**src/design/rlp_enc_pkg.sv**
```systemverilog
// Shared types and constants for the RLP item encoder.
package rlp_enc_pkg;

    typedef enum logic [1:0] {
        CMD_INT       = 2'd0,
        CMD_LIST      = 2'd1,
        CMD_STR_START = 2'd2,
        CMD_STR_BYTE  = 2'd3
    } cmd_t;

    typedef struct packed {
        cmd_t        command;
        logic [63:0] value;
        logic [7:0]  data_byte;
    } in_item_t;

    typedef struct packed {
        logic [7:0] out_byte;
        logic       run_last;
    } out_item_t;

    // One queued encoding job: a lead byte, then nbytes bytes taken from the
    // top of data, most significant byte first.
    typedef struct packed {
        logic [7:0]  lead;
        logic [63:0] data;
        logic [3:0]  nbytes;
    } job_t;

    localparam logic [7:0]  CODE_STRING_SHORT = 8'h80;
    localparam logic [7:0]  CODE_LIST_SHORT   = 8'hC0;
    localparam logic [7:0]  CODE_STRING_LONG  = 8'hB7;
    localparam logic [7:0]  CODE_LIST_LONG    = 8'hF7;
    localparam logic [63:0] SHORT_LIMIT       = 64'd56;

endpackage

```
**src/design/rlp_enc_front.sv**
```systemverilog
// Front end: classifies each item into an encoding job and tracks the single-byte string flag.
module rlp_enc_front (
    input  logic                  clk,
    input  logic                  rst_n,
    input  logic                  accept,
    input  rlp_enc_pkg::in_item_t item,
    output logic                  push,
    output rlp_enc_pkg::job_t     job
);

    logic       pending_reg;
    logic       pending_next;
    logic [3:0] nb;
    logic [63:0] aligned;
    logic       emits;

    // Number of significant bytes in the value, 0 for zero.
    function automatic logic [3:0] byte_count(input logic [63:0] v);
        logic [3:0] n;
        n = 4'd0;
        for (int i = 0; i < 8; i++) begin
            if (v[8*i +: 8] != 8'd0) begin
                n = 4'(i + 1);
            end
        end
        return n;
    endfunction

    assign nb      = byte_count(item.value);
    // Left-align the significant bytes so the back end shifts them out from the top.
    assign aligned = item.value << {(4'd8 - nb), 3'b000};

    always_comb
    begin
        job          = '0;
        job.data     = aligned;
        emits        = 1'b1;
        pending_next = 1'b0;
        case (item.command)
            rlp_enc_pkg::CMD_INT:
            begin
                if (item.value == 64'd0) begin
                    job.lead = rlp_enc_pkg::CODE_STRING_SHORT;
                end else if (item.value < 64'(rlp_enc_pkg::CODE_STRING_SHORT)) begin
                    job.lead = item.value[7:0];
                end else begin
                    job.lead   = rlp_enc_pkg::CODE_STRING_SHORT + 8'(nb);
                    job.nbytes = nb;
                end
            end
            rlp_enc_pkg::CMD_LIST:
            begin
                if (item.value < rlp_enc_pkg::SHORT_LIMIT) begin
                    job.lead = rlp_enc_pkg::CODE_LIST_SHORT + item.value[7:0];
                end else begin
                    job.lead   = rlp_enc_pkg::CODE_LIST_LONG + 8'(nb);
                    job.nbytes = nb;
                end
            end
            rlp_enc_pkg::CMD_STR_START:
            begin
                if (item.value == 64'd1) begin
                    emits        = 1'b0;
                    pending_next = 1'b1;
                end else if (item.value < rlp_enc_pkg::SHORT_LIMIT) begin
                    job.lead = rlp_enc_pkg::CODE_STRING_SHORT + item.value[7:0];
                end else begin
                    job.lead   = rlp_enc_pkg::CODE_STRING_LONG + 8'(nb);
                    job.nbytes = nb;
                end
            end
            rlp_enc_pkg::CMD_STR_BYTE:
            begin
                if (pending_reg && item.data_byte[7]) begin
                    job.lead   = rlp_enc_pkg::CODE_STRING_SHORT + 8'd1;
                    job.data   = {item.data_byte, 56'd0};
                    job.nbytes = 4'd1;
                end else begin
                    job.lead = item.data_byte;
                end
            end
            default:
            begin
                emits = 1'b0;
            end
        endcase
    end

    assign push = accept && emits;

    always_ff @(posedge clk or negedge rst_n)
    begin
        if (!rst_n) begin
            pending_reg <= 1'b0;
        end else if (accept) begin
            pending_reg <= pending_next;
        end
    end

endmodule

```
**src/design/rlp_enc_queue.sv**
```systemverilog
// Short job queue between the front end and the byte serializer.
module rlp_enc_queue #(
    parameter int DEPTH = 2
) (
    input  logic              clk,
    input  logic              rst_n,
    input  logic              push,
    input  rlp_enc_pkg::job_t push_job,
    output logic              full,
    input  logic              pop,
    output logic              head_valid,
    output rlp_enc_pkg::job_t head_job
);

    localparam int PTR_W = (DEPTH > 1) ? $clog2(DEPTH) : 1;
    localparam int CNT_W = $clog2(DEPTH + 1);

    rlp_enc_pkg::job_t entry_reg [DEPTH];
    logic [PTR_W-1:0]  wr_ptr_reg;
    logic [PTR_W-1:0]  rd_ptr_reg;
    logic [CNT_W-1:0]  count_reg;

    function automatic logic [PTR_W-1:0] bump(input logic [PTR_W-1:0] p);
        return (p == PTR_W'(DEPTH - 1)) ? '0 : p + 1'b1;
    endfunction

    assign full       = (count_reg == CNT_W'(DEPTH));
    assign head_valid = (count_reg != '0);
    assign head_job   = entry_reg[rd_ptr_reg];

    always_ff @(posedge clk)
    begin
        if (push) begin
            entry_reg[wr_ptr_reg] <= push_job;
        end
    end

    always_ff @(posedge clk or negedge rst_n)
    begin
        if (!rst_n) begin
            wr_ptr_reg <= '0;
            rd_ptr_reg <= '0;
            count_reg  <= '0;
        end else begin
            if (push) begin
                wr_ptr_reg <= bump(wr_ptr_reg);
            end
            if (pop) begin
                rd_ptr_reg <= bump(rd_ptr_reg);
            end
            if (push && !pop) begin
                count_reg <= count_reg + 1'b1;
            end else if (pop && !push) begin
                count_reg <= count_reg - 1'b1;
            end
        end
    end

endmodule

```
**src/design/rlp_enc_back.sv**
```systemverilog
// Back end: serializes each job into output bytes through a registered output stage.
module rlp_enc_back (
    input  logic                   clk,
    input  logic                   rst_n,
    input  logic                   head_valid,
    input  rlp_enc_pkg::job_t      head_job,
    output logic                   pop,
    output logic                   result_valid,
    input  logic                   result_stall,
    output rlp_enc_pkg::out_item_t result
);

    logic        out_valid_reg;
    logic [7:0]  out_byte_reg;
    logic        out_last_reg;
    logic [3:0]  cnt_reg;
    logic [63:0] sh_reg;
    logic        slot_free;

    assign slot_free = !out_valid_reg || !result_stall;
    assign pop       = head_valid && (cnt_reg == 4'd0) && slot_free;

    assign result_valid    = out_valid_reg;
    assign result.out_byte = out_byte_reg;
    assign result.run_last = out_last_reg;

    always_ff @(posedge clk)
    begin
        if (slot_free) begin
            if (cnt_reg != 4'd0) begin
                out_byte_reg <= sh_reg[63:56];
                out_last_reg <= (cnt_reg == 4'd1);
                sh_reg       <= {sh_reg[55:0], 8'd0};
            end else if (head_valid) begin
                out_byte_reg <= head_job.lead;
                out_last_reg <= (head_job.nbytes == 4'd0);
                sh_reg       <= head_job.data;
            end
        end
    end

    always_ff @(posedge clk or negedge rst_n)
    begin
        if (!rst_n) begin
            out_valid_reg <= 1'b0;
            cnt_reg       <= 4'd0;
        end else if (slot_free) begin
            if (cnt_reg != 4'd0) begin
                out_valid_reg <= 1'b1;
                cnt_reg       <= cnt_reg - 4'd1;
            end else if (head_valid) begin
                out_valid_reg <= 1'b1;
                cnt_reg       <= head_job.nbytes;
            end else begin
                out_valid_reg <= 1'b0;
            end
        end
    end

endmodule

```
**src/design/rlp_item_encoder_core.sv**
```systemverilog
// Top level of the RLP item encoder: front end, job queue and byte serializer.
//
// The block turns a stream of items into the RLP byte stream, one byte per
// result item, with run_last set on the final byte that each item causes.
// An item can encode a 64-bit integer, emit a list header, open a string of
// a given payload length, or pass one payload byte of a string. A string
// start of length one produces no bytes; the following string byte then
// comes out alone if it is below 0x80, or as 0x81 and the byte otherwise.
// The front end classifies each item in the cycle it is accepted and places
// an encoding job (a lead byte plus up to eight big-endian bytes) in a short
// queue; the back end drains jobs through a registered output stage at one
// byte per cycle while result_stall is low. Items whose encoding is a single
// byte can therefore follow each other in consecutive cycles. An item that
// expands to 1 + n bytes (n from 1 to 8) holds the serializer until all its
// bytes are out, so the sustained rate is set by the total output byte count;
// the queue of QUEUE_DEPTH jobs lets the input keep flowing while a long
// header drains, and item_stall rises only when that queue is full. A string
// start of length one places no job in the queue. There is no configuration
// and no clearing pass after reset.
module rlp_item_encoder_core #(
    parameter int QUEUE_DEPTH = 2
) (
    input  logic                   clk,
    input  logic                   rst_n,
    input  logic                   item_valid,
    output logic                   item_stall,
    input  rlp_enc_pkg::in_item_t  item,
    output logic                   result_valid,
    input  logic                   result_stall,
    output rlp_enc_pkg::out_item_t result
);

    logic              accept;
    logic              push;
    rlp_enc_pkg::job_t push_job;
    logic              full;
    logic              pop;
    logic              head_valid;
    rlp_enc_pkg::job_t head_job;

    // The input is held off only while the job queue has no free entry.
    assign item_stall = full;
    assign accept     = item_valid && !full;

    rlp_enc_front u_front (
        .clk    (clk),
        .rst_n  (rst_n),
        .accept (accept),
        .item   (item),
        .push   (push),
        .job    (push_job)
    );

    rlp_enc_queue #(
        .DEPTH (QUEUE_DEPTH)
    ) u_queue (
        .clk        (clk),
        .rst_n      (rst_n),
        .push       (push),
        .push_job   (push_job),
        .full       (full),
        .pop        (pop),
        .head_valid (head_valid),
        .head_job   (head_job)
    );

    rlp_enc_back u_back (
        .clk          (clk),
        .rst_n        (rst_n),
        .head_valid   (head_valid),
        .head_job     (head_job),
        .pop          (pop),
        .result_valid (result_valid),
        .result_stall (result_stall),
        .result       (result)
    );

endmodule

```
**config.mk**
```make
export PLATFORM = sky130hd
export DESIGN_NAME = rlp_item_encoder_core
export DESIGN_NICKNAME = d
export VERILOG_FILES = /design/src/design/rlp_enc_pkg.sv /design/src/design/rlp_enc_front.sv /design/src/design/rlp_enc_queue.sv /design/src/design/rlp_enc_back.sv /design/src/design/rlp_item_encoder_core.sv
export SDC_FILE = /design/constraint.sdc
export NUM_CORES = 1
export LEC_CHECK = 0
export ABC_AREA = 1
export BUFFER_PORTS_ARGS = -buffer_cell sky130_fd_sc_hd__buf_2
export CELL_PAD_IN_SITES_DETAIL_PLACEMENT = 0
export CELL_PAD_IN_SITES_GLOBAL_PLACEMENT = 1
export CORE_MARGIN = 2
export CORE_UTILIZATION = 43
export CTS_CLUSTER_DIAMETER = 200
export CTS_CLUSTER_SIZE = 28
export DETAILED_ROUTE_END_ITERATION = 8
export GPL_TIMING_DRIVEN = 0
export PLACE_DENSITY = 0.79
export SETUP_SLACK_MARGIN = 0.5
export SLEW_MARGIN = 20
export SYNTH_ARGS = -nofsm -noshare
export SYNTH_HDL_FRONTEND = slang
export SYNTH_SLANG_ARGS = --single-unit
```
**constraint.sdc**
```tcl
create_clock -name clk -period 4.6 [get_ports clk]
set_input_delay 0 -clock clk [delete_from_list [all_inputs] [get_ports clk]]
set_output_delay 0 -clock clk [all_outputs]
set_load 0.03 [all_outputs]
```
==> results.sh, run 1 <==
export IMPL_wire_per_inst_um=20.75
export IMPL_synth_xor_xnor_area_share_pct=0.2265
export IMPL_clkPwrFrac_pct=16.8
export IMPL_grt_pass1_vias=8625
export IMPL_ys_top_cells_by_count="nand2_1 (361), edfxtp_1 (225), nand3_1 (170)"
export IMPL_drtAntennaViolNets=0
export IMPL_fin_setup_tns_ns=0
export IMPL_yosys_area_top_type="edfxtp_1"
export IMPL_max_slew_margin_rel_pct=53.93
export IMPL_arrival_ns=4.11
export IMPL_crit_path_start_kind="input port"
export IMPL_synth_top_family_by_area="simple AND/OR/NAND/NOR gates"
export IMPL_p_switching_w=0.002471
export IMPL_p_leak_nw=5.074
export IMPL_routabilityCongestion=0.9258
export IMPL_setup_violations=0
export IMPL_numCtsBuffers=12
export IMPL_synthAdderAreaFrac_pct=0.6472
export IMPL_grt_overflow_total=0
export IMPL_clockRootBuffer="clkbuf_16"
export IMPL_grt_total_usage_pct=24.69
export IMPL_drt_total_wl_um=34880
export IMPL_hold_viol_final=0
export IMPL_synthDistinctLibCells=36
export IMPL_fmaxAchievable_mhz=255.2
export IMPL_multiInputGateArea_um2=4061
export IMPL_grt_pass1_wl_um=52720
export IMPL_period_needed_ns=3.918
export IMPL_diodes=0
export IMPL_die_w_um=168.2
export IMPL_synth_nets=1299
export IMPL_combPwrFrac_pct=33.1
export IMPL_hold_class="input port to flip-flop"
export IMPL_drcViolationCount=0
export IMPL_netlist_area_um2=11600
export IMPL_period_share_pct=85.17
export IMPL_required_ns=4.79
export IMPL_h_tree_depth=1
export IMPL_critPathKind="input port to flip-flop"
export IMPL_worst_slew_pin_slew_ns=0.6911
export IMPL_synth_top_area_share_pct=58.25
export IMPL_cts_resized=0
export IMPL_routed_via_density=5.518
export IMPL_outcome="complete, no violations"
export IMPL_dpl_hpwl_um=26890
export IMPL_clkTransAtPathRegs_ns=0.10
export IMPL_hold_buffers=14
export IMPL_cts_setup_buffers=0
export IMPL_ir_drop_mv=0.2363
export IMPL_maxSlewViolCount=0
export IMPL_die_h_um=168.2
export IMPL_p_sw_share_pct=35.52
export IMPL_insertion_delay_ns=0.48
export IMPL_final_seq_area_um2=7007
export IMPL_cts_tree="done"
export IMPL_drv_cap=0
export IMPL_p_seq_share_pct=50.2
export IMPL_ys_ff_latch=235
export IMPL_ys_async_sr_fraction_pct=4.255
export IMPL_crit_slowest_cell="o21ai_0"
export IMPL_first_pass_iters=7
export IMPL_syn_mean_instance_area_um2=9.546
export IMPL_yosys_warnings=0
export IMPL_synthCells=1215
export IMPL_synth_compound_area_share_pct=6.321
export IMPL_synth_edf_count=225
export IMPL_crit_top_cell="nand2_1"
export IMPL_synthFlopType="edfxtp_1"
export IMPL_cts_sinks=235
export IMPL_skew_ns=0.02112
export IMPL_vias=9275
export IMPL_dieArea_um2=28300
export IMPL_yosys_area_share_simple_pct=27.69
export IMPL_hold_slack_ns=0.04788
export IMPL_synth_most_common_cell="nand2_1"
export IMPL_syn_to_final_growth_pct=13.34
export IMPL_crit_path_end_kind="flip-flop"
export IMPL_rsz0062_at_grt="no"
export IMPL_layout_nets=1422
export IMPL_reg2reg_setup_slack_ns=1.68
export IMPL_clk_path_buf_depth=3
export IMPL_crit_chain="dlygate4sd3_1, buf_2, inv_1, ha_1, nand2_1, nor2_1, nand2_1, nand2_1, nand2_1, nand2_1, nand2_1, nand2_1, nand2_2, nand2_4, buf_6, buf_6, ha_1, clkbuf_1, clkbuf_1, a21oi_1, o21ai_0"
export IMPL_synth_mux_area_share_pct=0
export IMPL_start_util_pct=43.40
export IMPL_cp_max_fo=10
export IMPL_drtIter0Drc=1099
export IMPL_antenna_found_initial=0
export IMPL_p_int_w=0.004487
export IMPL_coreArea_um2=26730
export IMPL_n_fill_cell=2547
export IMPL_numPortBuffers=88
export IMPL_synth_area_top_cells="edfxtp_1 (58%), nand2_1 (12%), nand3_1 (7.3%), nor2_1 (4.6%), a31oi_1 (3.5%)"
export IMPL_yosysSeqAreaShare_pct=60.41
export IMPL_critPathMaxStageDelay_ns=0.55
export IMPL_rows=60
export IMPL_drive_above_1_share_pct=12.76
export IMPL_power_density_nw_per_um2=529.3
export IMPL_largest_reg_flops=152
export IMPL_num_io_pins=89
export IMPL_grt_max_degree=43
-- layout make-up --
cell class	instances	share of cell area [%]
inverter	49	1.418
multi-input combinational	861	30.89
clock inverter	1	0.1523
buffer	70	2.751
tap	341	3.245
sequential	235	53.30
timing repair buffer	109	5.710
clock buffer	15	2.532
-- power by group through the flow --
stage / combinational (W) / sequential [W] / clock (W)
CTS: 0.00231 / 0.00350 / 0.00118
floorplan: 0.00133 / 0.00358 / 0
global route: 0.00254 / 0.00356 / 0.00125
detailed placement: 0.00230 / 0.00354 / 0
global placement: 0.00213 / 0.00358 / 0
finish: 0.00230 / 0.00349 / 0.00117
-- worst max-delay path: cells and delay by family --
kind	cells	cell delay, ns
and+or+nand+nor	10	0.88
AOI/OAI and AO/OA	2	0.66
adders and majority gates	2	0.38
buffers and inverters	7	2.17
-- cell families after synthesis --
group	count (synthesis)
simple gates	734
flops	235
buf+inv	119
compound gates	118
fa+ha+maj	6
xor+xnor	3
-- layout by cell type (no fill, tap or decap), drive strengths merged, types with 10 or more instances in the layout --
| cell | netlist | final |
|---|---|---|
| o211ai | 18 | 18 |
| a31oi | 65 | 65 |
| nand2 | 366 | 366 |
| clkbuf | 44 | 59 |
| buf | 26 | 121 |
| nor2 | 150 | 150 |
| inv | 49 | 50 |
| a21oi | 17 | 17 |
| dfrtp | 10 | 10 |
| edfxtp | 225 | 225 |
| nor3 | 21 | 21 |
| nand3 | 170 | 170 |
| dlygate4sd3 | 0 | 14 |
| nand4 | 14 | 14 |
| o21ai | 13 | 13 |
-- worst paths after layout --
kind                                                   from                                 end  cells after the start
max                                                item[15]  u_queue.entry_reg[0][51]$_DFFE_PP_                     21
min in group asynchronous                             rst_n     u_back.result_valid$_DFFE_PN0N_                      3
min                                                item[13]   u_queue.entry_reg[0][9]$_DFFE_PP_                      3
max reg2reg                   u_back.cnt_reg[0]$_DFFE_PN0P_    u_queue.count_reg[1]$_DFFE_PN0P_                     12
max in group asynchronous                             rst_n       u_back.cnt_reg[0]$_DFFE_PN0P_                      3
min reg2reg                u_queue.count_reg[0]$_DFFE_PN0P_    u_queue.count_reg[0]$_DFFE_PN0P_                      1
-- layer usage --
layer / GRT usage [%] / vias up / wire length (um)
met1: 35.65 / 4420 / 15440
met3: 2.022 / 37 / 2189
met2: 40.65 / 353 / 16380
met4: 6.259 / 0 / 867
li1: - / 4465 / -
met5: 0 / - / 0
-- stage by stage --
stage | worst slack, ns | cell area [um^2] | std cells | util (%) | total power (W)
final | 0.6820 | 13150 | 1681 | 49.19 | 0.006958
after global routing | 0.5740 | 13150 | 1681 | 49.19 | 0.007344
after CTS | 0.8157 | 13150 | 1681 | 49.19 | 0.006992
after detailed placement | 0.8844 | 12650 | 1651 | 47.35 | 0.005840
after global placement | 0.02762 | 12470 | 1644 | 46.66 | 0.005710
after floorplan | 1.499 | 11600 | 1215 | - | 0.004913
Power figures use the tool's default switching activity.
==> run 2: changes to the inputs <==
Settings changed: CTS_CLUSTER_SIZE 28 to default, PLACE_DENSITY 0.79 to 0.78, SYNTH_HIERARCHICAL from default to 1.
==> results.sh, run 2 <==
export IMPL_numCtsBuffers=25
export IMPL_ys_ff_latch=235
export IMPL_synthCells=1262
export IMPL_reg2reg_setup_slack_ns=2.28
export IMPL_coreArea_um2=28630
export IMPL_layout_nets=1481
export IMPL_synth_most_common_cell="nand2_1"
export IMPL_cts_tree="done"
export IMPL_arrival_ns=3.72
export IMPL_syn_mean_instance_area_um2=9.868
export IMPL_cp_max_fo=10
export IMPL_setup_violations=0
export IMPL_grt_max_degree=48
export IMPL_grt_overflow_total=0
export IMPL_crit_top_cell="nand2_1"
export IMPL_routed_via_density=5.383
export IMPL_synth_nets=1346
export IMPL_path_delay_family="buffers and inverters"
export IMPL_maxSlewViolCount=0
export IMPL_critPathKind="input port to flip-flop"
export IMPL_hold_viol_final=0
export IMPL_vias=9678
export IMPL_power_density_nw_per_um2=553.8
export IMPL_netlist_area_um2=12450
export IMPL_drtIter0Drc=951
export IMPL_crit_path_end_kind="flip-flop"
export IMPL_dpl_hpwl_um=29050
export IMPL_drtAntennaViolNets=0
export IMPL_required_ns=4.89
export IMPL_outcome="complete, no violations"
export IMPL_yosysSeqAreaShare_pct=56.26
export IMPL_crit_slowest_cell="dlygate4sd3_1"
export IMPL_ys_top_cells_by_count="nand2_1 (333), nand3_1 (243), edfxtp_1 (225)"
export IMPL_ir_drop_mv=0.3538
export IMPL_first_pass_iters=5
export IMPL_dp_cells=1739
export IMPL_synth_top_area_share_pct=54.25
export IMPL_clkTransAtPathRegs_ns=0.06
export IMPL_antenna_found_initial=0
export IMPL_reg2reg_to="u_queue/count_reg[1]$_DFFE_PN0P_"
export IMPL_rsz0062_at_grt="no"
export IMPL_grt_total_usage_pct=24.80
export IMPL_drcViolationCount=0
export IMPL_largest_reg_flops=152
export IMPL_synthFlopType="edfxtp_1"
export IMPL_rows=62
export IMPL_placed_cell_area_um2=13510
export IMPL_fin_cells=1798
export IMPL_r2r_cells=12
export IMPL_period_share_pct=74.56
export IMPL_crit_chain="dlygate4sd3_1, buf_2, inv_2, nand2_1, nor2_2, nand2_2, nand2_1, nand2_1, nand2_1, nand2_1, nand2_2, nand2_2, nand2_2, buf_6, buf_6, ha_1, clkbuf_1, clkinv_1, clkbuf_1, nand2_1, nand2_1, nor2_1"
export IMPL_critPathMaxStageDelay_ns=0.51
export IMPL_yosys_area_top_type="edfxtp_1"
export IMPL_crit_path_start="item[9]"
export IMPL_numPortBuffers=88
export IMPL_insertion_delay_ns=0.52
export IMPL_num_io_pins=89
export IMPL_layout_common_cells="nand2_1 (333), nand3_1 (243), edfxtp_1 (225), buf_2 (109), inv_1 (79)"
export IMPL_hold_class="input port to flip-flop"
export IMPL_yosys_warnings=6
export IMPL_synthDistinctLibCells=43
export IMPL_p_leak_nw=6.073
export IMPL_reg2reg_from="u_back/cnt_reg[0]$_DFFE_PN0P_"
export IMPL_cts_sinks=235
export IMPL_worst_slew_pin_slew_ns=0.7328
export IMPL_ys_async_sr_fraction_pct=4.255
export IMPL_final_area_um2=14370
export IMPL_cp_depth=22
export IMPL_cp_endpoint="u_queue/entry_reg[0][24]$_DFFE_PP_"
export IMPL_crit_path_start_kind="input port"
export IMPL_drt_total_wl_um=37680
export IMPL_drv_cap=0
export IMPL_die_w_um=174.2
export IMPL_skew_ns=0.01731
export IMPL_drive_above_1_share_pct=20.16
export IMPL_clk_path_buf_depth=3
export IMPL_synth_area_top_cells="edfxtp_1 (54%), nand2_1 (10%), nand3_1 (9.8%), mux2_2 (4.2%), mux2_4 (3.6%)"
export IMPL_fmaxAchievable_mhz=291.6
export IMPL_clockRootBuffer="clkbuf_16"
export IMPL_syn_to_final_growth_pct=15.40
export IMPL_diodes=0
export IMPL_cp_buffers_inverters=8
export IMPL_wire_per_inst_um=20.96
export IMPL_synth_edf_count=225
export IMPL_period_needed_ns=3.430
export IMPL_final_common_cell="nand2_1"
export IMPL_die_h_um=174.2
export IMPL_grt_pass1_vias=9182
export IMPL_dieArea_um2=30340
export IMPL_start_util_pct=43.50
export IMPL_h_tree_depth=1
export IMPL_grt_pass1_wl_um=56500
export IMPL_max_slew_margin_rel_pct=51.15
export IMPL_n_fill_cell=2650
export IMPL_routabilityCongestion=0.9478
==> run 2: cell type report <==
type,count,area (um^2),area share [%]
multi-input combinational,862,4639,32.28
clock buffer,35,663.1,4.614
clock inverter,9,48.80,0.3395
buffer,74,473.0,3.291
inverter,91,346.6,2.412
timing repair buffer,108,713.2,4.963
tap,384,480.5,3.343
sequential,235,7007,48.75
==> run 2: logic make-up (layout without fill, tap and decap cells) <==
group	Yosys count	count (layout)	share of synthesized area (%)
buffers and inverters	165	317	6.541
and+or+nand+nor	714	714	25.84
xor gates and xnor gates	3	3	0.2110
adders and majority gates	6	6	0.6028
muxes	76	76	7.777
AOI/OAI and AO/OA	63	63	2.763
DFF	235	235	56.26
==> run 2: worst reg2reg max path, cell delays in order, from the launching register on <==
cell	delay, ns
dfrtp_1	0.38
inv_1	0.14
ha_1	0.16
buf_2	0.21
nand2_1	0.11
buf_2	0.22
nor2_1	0.30
inv_1	0.09
ha_1	0.32
inv_1	0.09
nand3_1	0.09
nand2_1	0.06
nand2_1	0.04
==> run 2: how the worst min path moves through the flow <==
stage          startpoint                           endpoint  cells past startpoint
4_1_cts          item[73]     u_queue/wr_ptr_reg$_DFFE_PN0P_                      5
3_3_place_gp        rst_n    u_front/pending_reg$_DFFE_PN0P_                      1
6_report         item[73]     u_queue/wr_ptr_reg$_DFFE_PN0P_                      5
3_5_place_dp        rst_n    u_front/pending_reg$_DFFE_PN0P_                      1
2_1_floorplan       rst_n      u_back/cnt_reg[0]$_DFFE_PN0P_                      0
5_1_grt          item[10]  u_queue/entry_reg[1][6]$_DFFE_PP_                      3
==> run 2: metal layers <==
layer  wire length, um  up-vias  part of all wire [%]  global-route usage [%]
li1                  -     4626                     -                       -
met2             17370      358                    46                   39.96
met3              2050       59                   5.4                   1.794
met5                 0        -                     0                       0
met4              1439        0                   3.8                   9.174
met1             16830     4635                    45                   35.33
==> run 2: stage by stage <==
stage	total power, W	util (%)	TNS (ns)	setup WS (ns)	hold WS, ns
2_1_floorplan	0.005323	-	0	1.221	-0.2956
3_3_place_gp	0.006117	46.73	-13.24	-0.1830	-0.1061
3_5_place_dp	0.006208	47.19	0	0.9987	-0.1043
4_1_cts	0.008004	50.21	0	1.306	0.01371
5_1_grt	0.008389	50.21	0	0.9141	0.04286
6_report	0.007958	50.21	0	1.170	0.02145
==> run 2: power by group <==
part / internal (W) / total [W] / switching [W]
combinational: 0.00101 / 0.00269 / 0.00168
clock: 0.00100 / 0.00178 / 0.000778
sequential: 0.00328 / 0.00348 / 0.000203
==> run 2: what timing repair did <==
| item | CTS | global route |
|---|---|---|
| hold buffers | 15 | 0 |
| gates resized for setup | 0 | 0 |
| hold endpoints to repair | 43 | 0 |
| setup buffers | 0 | 0 |
